<file path="src/sv/multi_turn_encoder_tracker_defines.svh">
// Assertion macros shared by the tracker RTL.
`ifndef MULTI_TURN_ENCODER_TRACKER_DEFINES_SVH
`define MULTI_TURN_ENCODER_TRACKER_DEFINES_SVH

// The antecedent implies the consequent in the same cycle.
`define MTET_ASSERT_IMPLY(label, ante, cons) \
    label: assert property (@(posedge aclk) disable iff (!aresetn) (ante) |-> (cons)) \
        else $error("tracker check failed");

// The antecedent implies the consequent in the next cycle.
`define MTET_ASSERT_NEXT(label, ante, cons) \
    label: assert property (@(posedge aclk) disable iff (!aresetn) (ante) |=> (cons)) \
        else $error("tracker check failed");

`endif

</file>
<file path="src/sv/mtet_pkg.sv">
`default_nettype none

package mtet_pkg;

    localparam int POS_W           = 13;
    localparam int MODE_W          = 2;
    localparam int CH_W            = 2;
    localparam int SUM_W           = 32;
    localparam int CHANNELS        = 4;
    localparam int CH_ADDR_W       = (CHANNELS > 1) ? $clog2(CHANNELS) : 1;
    localparam int COUNTS_PER_TURN = 8192;
    localparam int HALF_TURN       = COUNTS_PER_TURN / 2;
    localparam int DELTA_W         = POS_W + 2;

    localparam logic [MODE_W-1:0] MODE_UPDATE = 2'd0;
    localparam logic [MODE_W-1:0] MODE_ZERO   = 2'd1;
    localparam logic [MODE_W-1:0] MODE_READ   = 2'd2;

    typedef struct packed {
        logic [MODE_W-1:0] mode;
        logic [CH_W-1:0]   channel;
        logic [POS_W-1:0]  position;
    } in_beat_t;

    typedef struct packed {
        logic signed [SUM_W-1:0] acc_angle;
        logic signed [SUM_W-1:0] acc_turns;
        logic [POS_W-1:0]        last_position;
        logic                    ignored;
    } out_beat_t;

    typedef struct packed {
        logic [POS_W-1:0] position;
        logic [SUM_W-1:0] angle;
        logic [SUM_W-1:0] turns;
    } entry_t;

    typedef struct packed {
        logic in_range;
        logic armed;
    } upd_ctrl_t;

    typedef struct packed {
        logic   write;
        logic   arm;
        logic   ignored;
        entry_t entry;
    } upd_res_t;

endpackage

`default_nettype wire

</file>
<file path="src/sv/mtet_ram.sv">
`default_nettype none

module mtet_ram #(
    parameter int WIDTH = 8,
    parameter int DEPTH = 4
) (
    input  wire logic                                      aclk,
    input  wire logic                                      we,
    input  wire logic [((DEPTH > 1) ? $clog2(DEPTH) : 1)-1:0] waddr,
    input  wire logic [WIDTH-1:0]                          wdata,
    input  wire logic                                      re,
    input  wire logic [((DEPTH > 1) ? $clog2(DEPTH) : 1)-1:0] raddr,
    output logic      [WIDTH-1:0]                          rdata
);

    logic [WIDTH-1:0] mem [DEPTH];

    always_ff @(posedge aclk) begin
        if (we) begin
            mem[waddr] <= wdata;
        end
        if (re) begin
            rdata <= mem[raddr];
        end
    end

endmodule

`default_nettype wire

</file>
<file path="src/sv/mtet_unwrap.sv">
`default_nettype none

module mtet_unwrap (
    input  wire mtet_pkg::in_beat_t  item,
    input  wire mtet_pkg::upd_ctrl_t ctrl,
    input  wire mtet_pkg::entry_t    stored,
    output mtet_pkg::upd_res_t       res
);

    import mtet_pkg::*;

    localparam logic signed [DELTA_W-1:0] HALF_D = DELTA_W'(HALF_TURN);
    localparam logic signed [DELTA_W-1:0] TURN_D = DELTA_W'(COUNTS_PER_TURN);

    entry_t                    cur;
    logic signed [DELTA_W-1:0] diff;
    logic signed [DELTA_W-1:0] step;
    logic                      wrap_fwd;
    logic                      wrap_bwd;
    entry_t                    advanced;

    // A channel that has never been armed reads as zero; the memory itself is never cleared.
    assign cur = ctrl.armed ? stored : '0;

    assign diff     = signed'({2'b00, item.position}) - signed'({2'b00, cur.position});
    assign wrap_fwd = diff < -HALF_D;
    assign wrap_bwd = diff > HALF_D;

    always_comb begin
        advanced          = cur;
        advanced.position = item.position;
        priority if (wrap_fwd) begin
            step           = diff + TURN_D;
            advanced.turns = cur.turns + SUM_W'(1);
        end else if (wrap_bwd) begin
            step           = diff - TURN_D;
            advanced.turns = cur.turns - SUM_W'(1);
        end else begin
            step = diff;
        end
        advanced.angle = cur.angle + {{(SUM_W - DELTA_W){step[DELTA_W-1]}}, step};
    end

    always_comb begin
        res.write   = 1'b0;
        res.arm     = 1'b0;
        res.ignored = 1'b0;
        res.entry   = cur;
        if (!ctrl.in_range) begin
            res.entry   = '0;
            res.ignored = (item.mode == MODE_UPDATE);
        end else if (item.mode == MODE_ZERO) begin
            res.write          = 1'b1;
            res.arm            = 1'b1;
            res.entry.position = item.position;
            res.entry.angle    = '0;
            res.entry.turns    = '0;
        end else if (item.mode == MODE_UPDATE) begin
            if (ctrl.armed) begin
                res.write = 1'b1;
                res.entry = advanced;
            end else begin
                res.ignored = 1'b1;
            end
        end
    end

endmodule

`default_nettype wire

</file>
<file path="src/sv/multi_turn_encoder_tracker.sv">
// A result is formed in ST_EXEC from the registered item and memory read, then registered once the output is free.
// s_ready is high only in ST_IDLE, so a new item is not taken until the previous one has finished.
// A finished result waits in an output register while the next item is taken.
// Reset (aresetn low, synchronous) clears the arm flags, the control state and the output valid.
// A channel that is not armed reads as zero, so the memory needs no clearing pass after reset.
`default_nettype none
`include "multi_turn_encoder_tracker_defines.svh"

module multi_turn_encoder_tracker (
    input  wire logic                aclk,
    input  wire logic                aresetn,
    input  wire logic                s_valid,
    output logic                     s_ready,
    input  wire mtet_pkg::in_beat_t  s_data,
    output logic                     m_valid,
    input  wire logic                m_ready,
    output mtet_pkg::out_beat_t      m_data
);

    import mtet_pkg::*;

    typedef enum logic [1:0] {
        ST_IDLE = 2'b01,
        ST_EXEC = 2'b10
    } state_t;

    state_t                 state_reg;
    state_t                 state_next;
    in_beat_t               item_reg;
    logic [CHANNELS-1:0]    armed_reg;
    logic [CHANNELS-1:0]    armed_next;
    logic                   m_valid_reg;
    logic                   m_valid_next;
    out_beat_t              out_reg;

    logic                   accept;
    logic                   out_free;
    logic                   finish;
    logic                   ram_we;
    logic [$bits(entry_t)-1:0] ram_rdata;
    entry_t                 stored;
    upd_ctrl_t              ctrl;
    upd_res_t               res;

    assign s_ready  = (state_reg == ST_IDLE);
    assign accept   = s_valid && s_ready;
    assign out_free = !m_valid_reg || m_ready;
    assign finish   = (state_reg == ST_EXEC) && out_free;
    assign ram_we   = finish && res.write;
    assign stored   = entry_t'(ram_rdata);

    mtet_ram #(
        .WIDTH($bits(entry_t)),
        .DEPTH(CHANNELS)
    ) u_ram (
        .aclk  (aclk),
        .we    (ram_we),
        .waddr (CH_ADDR_W'(item_reg.channel)),
        .wdata (res.entry),
        .re    (accept),
        .raddr (CH_ADDR_W'(s_data.channel)),
        .rdata (ram_rdata)
    );

    always_comb begin
        ctrl.in_range = (int'(item_reg.channel) < CHANNELS);
        ctrl.armed    = 1'b0;
        for (int i = 0; i < CHANNELS; i++) begin
            if (int'(item_reg.channel) == i) begin
                ctrl.armed = armed_reg[i];
            end
        end
    end

    mtet_unwrap u_unwrap (
        .item   (item_reg),
        .ctrl   (ctrl),
        .stored (stored),
        .res    (res)
    );

    always_comb begin
        state_next   = state_reg;
        armed_next   = armed_reg;
        m_valid_next = m_valid_reg;
        if (m_ready) begin
            m_valid_next = 1'b0;
        end
        unique case (state_reg)
            ST_IDLE: begin
                if (accept) begin
                    state_next = ST_EXEC;
                end
            end
            ST_EXEC: begin
                if (out_free) begin
                    state_next   = ST_IDLE;
                    m_valid_next = 1'b1;
                    for (int i = 0; i < CHANNELS; i++) begin
                        if (res.arm && int'(item_reg.channel) == i) begin
                            armed_next[i] = 1'b1;
                        end
                    end
                end
            end
            default: begin
                state_next = ST_IDLE;
            end
        endcase
    end

    always_ff @(posedge aclk) begin
        if (!aresetn) begin
            state_reg   <= ST_IDLE;
            armed_reg   <= '0;
            m_valid_reg <= 1'b0;
        end else begin
            state_reg   <= state_next;
            armed_reg   <= armed_next;
            m_valid_reg <= m_valid_next;
        end
    end

    always_ff @(posedge aclk) begin
        if (accept) begin
            item_reg <= s_data;
        end
        if (finish) begin
            out_reg.acc_angle     <= res.entry.angle;
            out_reg.acc_turns     <= res.entry.turns;
            out_reg.last_position <= res.entry.position;
            out_reg.ignored       <= res.ignored;
        end
    end

    assign m_valid = m_valid_reg;
    assign m_data  = out_reg;

    `MTET_ASSERT_IMPLY(a_no_read_on_write, ram_we, !accept)
    `MTET_ASSERT_IMPLY(a_write_in_range, ram_we, ctrl.in_range)
    `MTET_ASSERT_NEXT(a_accept_to_exec, accept, state_reg == ST_EXEC)
    `MTET_ASSERT_NEXT(a_finish_gives_result, finish, m_valid_reg)
    `MTET_ASSERT_NEXT(a_arm_only_on_zero, !(finish && res.arm), armed_reg == $past(armed_reg))

endmodule

`default_nettype wire

</file>
<file path="config.mk">
export PLATFORM = sky130hd
export DESIGN_NAME = multi_turn_encoder_tracker
export DESIGN_NICKNAME = d
export VERILOG_FILES = /design/src/sv/mtet_pkg.sv /design/src/sv/mtet_ram.sv /design/src/sv/mtet_unwrap.sv /design/src/sv/multi_turn_encoder_tracker.sv
export VERILOG_INCLUDE_DIRS = /design/src /design/src/sv
export SDC_FILE = /design/constraint.sdc
export NUM_CORES = 1
export LEC_CHECK = 0
export CELL_PAD_IN_SITES_DETAIL_PLACEMENT = 1
export CELL_PAD_IN_SITES_GLOBAL_PLACEMENT = 1
export CORE_ASPECT_RATIO = 0.75
export CORE_MARGIN = 2
export CORE_UTILIZATION = 51
export CTS_BUF_LIST = sky130_fd_sc_hd__clkbuf_4 sky130_fd_sc_hd__clkbuf_8
export DETAILED_ROUTE_END_ITERATION = 16
export DONT_BUFFER_PORTS = 1
export GPL_TIMING_DRIVEN = 0
export PLACE_DENSITY = 0.88
export SLEW_MARGIN = 20
export SYNTH_ARGS = -nofsm -noshare
export SYNTH_HDL_FRONTEND = slang
export SYNTH_HIERARCHICAL = 1
export SYNTH_SLANG_ARGS = --single-unit
</file>
<file path="constraint.sdc">
create_clock -name aclk -period 8.3 [get_ports aclk]
set_input_delay 0 -clock aclk [delete_from_list [all_inputs] [get_ports aclk]]
set_output_delay 0 -clock aclk [all_outputs]
set_load 0.1 [all_outputs]
</file>
* Word-level counts from Yosys, hierarchy flattened
Memory sizes are Yosys's and may differ from the RTL's. A register that Yosys moved wholly into a read port is not among the register bits.
Cells that the tools add are included.
** Operators by class
- Add/sub/neg operators :: 6
- $lt $le $gt $ge :: 2
- Eq/ne operators :: 8
- Mux-type cells :: 25
- Bitwise logic cells :: 1
- Reductions and logical operators :: 17
** Operator list (count)
- 2-to-1 mux 77 bit :: 4
- 2-to-1 mux 32 bit :: 2
- adder 32 x 1 -> 32 bit, second input constant :: 1
- adder 32 bit :: 1
- subtractor 32 x 1 -> 32 bit, second input constant :: 1
- 2-to-1 mux 15 bit :: 2
- adder 15 bit, second input constant :: 1
- > comparator 15 x 14 -> 1 bit, second input constant :: 1
- less-than comparator 15 x 13 -> 1 bit, second input constant :: 1
- subtractor 15 bit, second input constant :: 1
- 2-to-1 mux 1 bit :: 14
- subtractor 13 x 13 -> 14 bit :: 1
- AND reduction 3 bit :: 4
- logical AND 1 bit :: 7
- equality test 2 x 1 -> 1 bit, second input constant :: 3
- equality test 2 bit, second input constant :: 3
- logical NOT 2 bit :: 2
- 2-to-1 mux 2 bit :: 2
- one-hot mux 2 bit (2 select lines) :: 1
- != test 2 x 1 -> 1 bit, second input constant :: 1
- != test 2 bit, second input constant :: 1
- AND reduction 2 bit :: 1
- OR reduction 2 bit :: 1
- logical NOT 1 bit :: 1
- other kinds (2) :: 2
** Storage, ports and cells
- Register bits after elaboration :: 102
- Bits in writable memories :: 308
- Input bits :: 21
- Output and inout port bits :: 80
- Logic and storage cells :: 73
- Memories :: 1
** Memories
- u_ram.mem :: depth 4, width 77, read ports 1, clocked after Yosys merged registers in 1, write ports 1, line mtet_ram.sv:16 : logic [WIDTH-1:0] mem [DEPTH];

* Logic depth before layout (Yosys ltp)
- Word-level depth :: 14
- Depth in mapped cells :: 31
- Mapped depth without buffers :: 23

* Modules after synthesis
Netlist, hierarchy kept.
** Modules (own cells, without submodules)
- mtet_ram :: instances 1, cells an instance 484, area an instance 13487.9 um2, seq. area each 11561.1 um2
- mtet_unwrap :: instances 1, cells an instance 854, area an instance 5173.7 um2, seq. area each 0.0 um2
- multi_turn_encoder_tracker :: instances 1, cells an instance 129, area an instance 3224.3 um2, seq. area each 2992.9 um2

* Least setup slack after synthesis
No wires, ideal clock.
- Kind :: reg-to-reg
- Start point :: register item_reg[13] (netlist name)
- End point :: memory u_ram/mem[0][0] (netlist name), enable pin
- Library setup time :: 0.623 ns
- Data arrival time :: 8.089 ns
- Required time :: 7.677 ns
- Setup slack :: -0.412 ns
- Stages on the path, launching flop included :: 9
- Path buffers :: 3
- Period minus slack after synthesis :: 8.712 ns
- Cell sequence :: edfxtp_1 -> mux4_2 -> clkbuf_1 -> clkbuf_1 -> nand3_1 -> nand2b_1 -> clkbuf_1 -> nor3b_1 -> nor3b_1
** RTL lines
- start, declared :: line multi_turn_encoder_tracker.sv:29 : in_beat_t item_reg;
- start signal, assigned :: line multi_turn_encoder_tracker.sv:126 : item_reg <= s_data;
- end, declared :: line mtet_ram.sv:16

==> flow_summary.ini <==
[run_status]
status = complete, no violations

[power]
power_mw = 5.142
netSwitchingPower_mw = 1.290
p_int_mw = 3.852
ir_drop_mv = 0.1477
leakagePower_nw = 7.821
power_frac_comb = 0.076
swShare = 0.2509
p_per_area_mw_per_mm2 = 206.8
p_seq_frac = 0.540
clkPwrFrac = 0.384

[placed_design]
place.port_buffers = 0
dp_hpwl_um = 41790
dpl.cell_count = 2053
place_ws_ns = -2.141
gp_congestion = 0.9119
placed_area_mm2 = 0.02296

[critical_path]
end_kind = flip-flop
startpoint_type = flip-flop
cp_data_required_time_ns = 8.74
cp_max_fo = 10
critPathArrivalTime_ns = 8.69
path_class = flip-flop to flip-flop

[die]
dieArea_mm2 = 0.04460
die_y_um = 183.4
start_util = 0.5185
ios = 101
rows = 65
coreArea_mm2 = 0.04221
die_w_um = 243.2

[finish]
layout-drive-gt1-share = 0.1678
antennaDiodeCount = 0
register_area_mm2 = 0.01455
final_cells = 2226
area_delta_synth_final_pct = 13.62
multiInputGateArea_mm2 = 0.006933
fin_nets = 1664
largest_register_ff_count = 308
top_register = u_ram/mem
nFillCells = 3957
fin_area_mm2 = 0.02487

[sta]
fmax_mhz = 121.1
fin_ws_ns = 0.04388
slew_headroom = 0.2943
finalCriticalPeriod_ns = 8.256
tns_ns = 0
max_slew.worst_pin.slew_ns = 1.061
final_hold_viol_count = 0
finalSetupViolations = 0
maxSlewViolCount = 0
fin_crit_sh = 0.9947
clock_skew_ns = 0.04316

[detailed_routing]
first_pass_iters = 6
drc = 0
dr.first_iter.drc_count = 1662
routed_wl_um = 64300
vias_per_cell = 6.631
dr_total_vias = 14760
ant_nets = 0
avgRoutedWirePerCell_um = 28.89

[synth]
ys_ff_latch = 487
syn-instance-count = 1467
synth-edff-count = 480
yosys_warnings = 6
ys.flop_type = edfxtp_1
synth_area_mm2 = 0.02189
yosys.cell_types.count = 83
syn_avg_cell_area_um2 = 14.92
synth_fp_nets = 1531
ys_seq_area_frac = 0.6650
synthArstFlopShare = 0

[clock_network]
htree_levels = 3
cts_tree = done
clkSlewWorstSetupHoldPaths_ns = 0.07
cts_sinks = 487
clk_latency_ns = 0.66
cts_buffers = 73
clock_path_buffers = 3
cts_root_buf = clkbuf_8

[hold_path]
hp-class = primary input to flip-flop

[global_routing]
antenna_found_initial = 0
grt_pass1_wl_um = 96710
grt_use_total = 0.2903
grt_pass1_vias = 15650
grt_max_degree = 44
overflow = 0

[run]
drv_cap = 0
## layer usage
layer | global-route usage | wire [µm] | vias up
li1 | - | - | 6040
met1 | 0.3913 | 25020 | 7526
met2 | 0.4537 | 29640 | 952
met3 | 0.06936 | 6807 | 241
met4 | 0.1283 | 2790 | 2
met5 | 0 | 49 | -
## timing repair
action / CTS / global route
endpoints found under the setup margin: 240 / 25
endpoints found under the hold margin: 46 / 0
pin swaps: 1 / 1
gates resized for setup: 18 / 10
buffers inserted: 4 / 1
hold buffers: 38 / 0
## power by group through the flow
stage / Clock [mW] / Combinational [mW] / Sequential (mW)
after floorplan: 0 / 0.241 / 2.82
after global placement: 0 / 0.320 / 2.83
after detailed placement: 0 / 0.348 / 2.83
after CTS: 2.00 / 0.372 / 2.77
after global routing: 2.10 / 0.412 / 2.78
final: 1.98 / 0.392 / 2.78
## area by class of cell
type | instances | area share
inverters | 26 | 0.003925
flip-flops and latches | 487 | 0.5853
clock buffers | 87 | 0.04488
well taps | 569 | 0.02863
repair buffers | 60 | 0.03004
multi-input cells | 884 | 0.2788
plain buffers | 68 | 0.01595
clock inverters | 45 | 0.01253
## per-stage QoR
stage	hold slack [ns]	utilization
6_report	0.06471	0.5892
5_1_grt	0.03157	0.5892
4_1_cts	0.01531	0.5884
3_5_place_dp	0.09891	0.5440
3_3_place_gp	0.09892	0.5355
2_1_floorplan	0.09887	-
## logic make-up after synthesis
kind of cell,Yosys count,share of synthesized area
other,1,0.0001713
buffers and inverters,96,0.02138
adders and majority gates,43,0.02527
AOI/OAI and AO/OA,276,0.08833
xor gates and xnor gates,43,0.01721
muxes,82,0.08209
DFF,487,0.6650
and+or+nand+nor,439,0.1006
## worst max-delay path: stages (launching register included)
cell       delay, ns
edfxtp_1        0.40
mux4_2          0.66
buf_4           0.25
clkbuf_4        0.27
clkbuf_4        0.28
and2_1          0.24
ha_1            0.24
fa_1            0.44
and2b_1         0.26
o221ai_2        0.18
and4bb_4        0.27
or3b_4          0.42
a2111oi_4       0.43
a31o_4          0.26
buf_2           0.26
inv_1           0.08
ha_1            0.33
o21a_1          0.23
nor2_1          0.10
a211o_1         0.32
a221oi_1        0.50
a21oi_1         0.27
o211ai_1        0.40
mux2i_1         0.39
nand3b_1        0.18
a31oi_2         0.36
## final timing paths
check,startpoint,end,slack [ns],cells after the start
setup / recovery,item_reg[13],u_ram/mem[0][61],0.04,25
hold / removal,s_data[16],item_reg[16],0.06,1
setup reg to reg,item_reg[13],u_ram/mem[0][61],0.04,25
hold reg to reg,armed_reg[0],armed_reg[0],0.47,2
## placed cells by master, fill, tap and decap left out, drive strengths merged, types with 35 or more instances in the layout
cell / instances
dlygate4sd3: 38
ha: 41
buf: 45
mux4: 78
nand2: 125
nand3: 38
clkbuf: 132
nor2: 93
and2: 40
clkinv: 35
edfxtp: 480
a21oi: 47
o21ai: 66
## Yosys cell counts (all sizes together), types with 10 or more instances
cell type / count / share of area
edfxtp: 480 / 0.66
nand2: 125 / 0.022
nor2: 93 / 0.016
mux4: 78 / 0.080
o21ai: 66 / 0.015
clkbuf: 48 / 0.0082
a21oi: 47 / 0.011
ha: 41 / 0.023
and2: 40 / 0.011
nand3: 38 / 0.0087
inv: 26 / 0.0045
nor3: 25 / 0.0057
xnor2: 25 / 0.010
a21o: 23 / 0.0079
nand4: 23 / 0.0066
buf: 22 / 0.0087
or3: 18 / 0.0051
xor2: 18 / 0.0072
a211oi: 14 / 0.0053
a22o: 14 / 0.0056
and3: 13 / 0.0037
o21a: 13 / 0.0045
o31ai: 13 / 0.0045
nor2b: 11 / 0.0035
a31oi: 10 / 0.0029
nand2b: 10 / 0.0032
nor4: 10 / 0.0029
(Power assumes the default switching activity.)
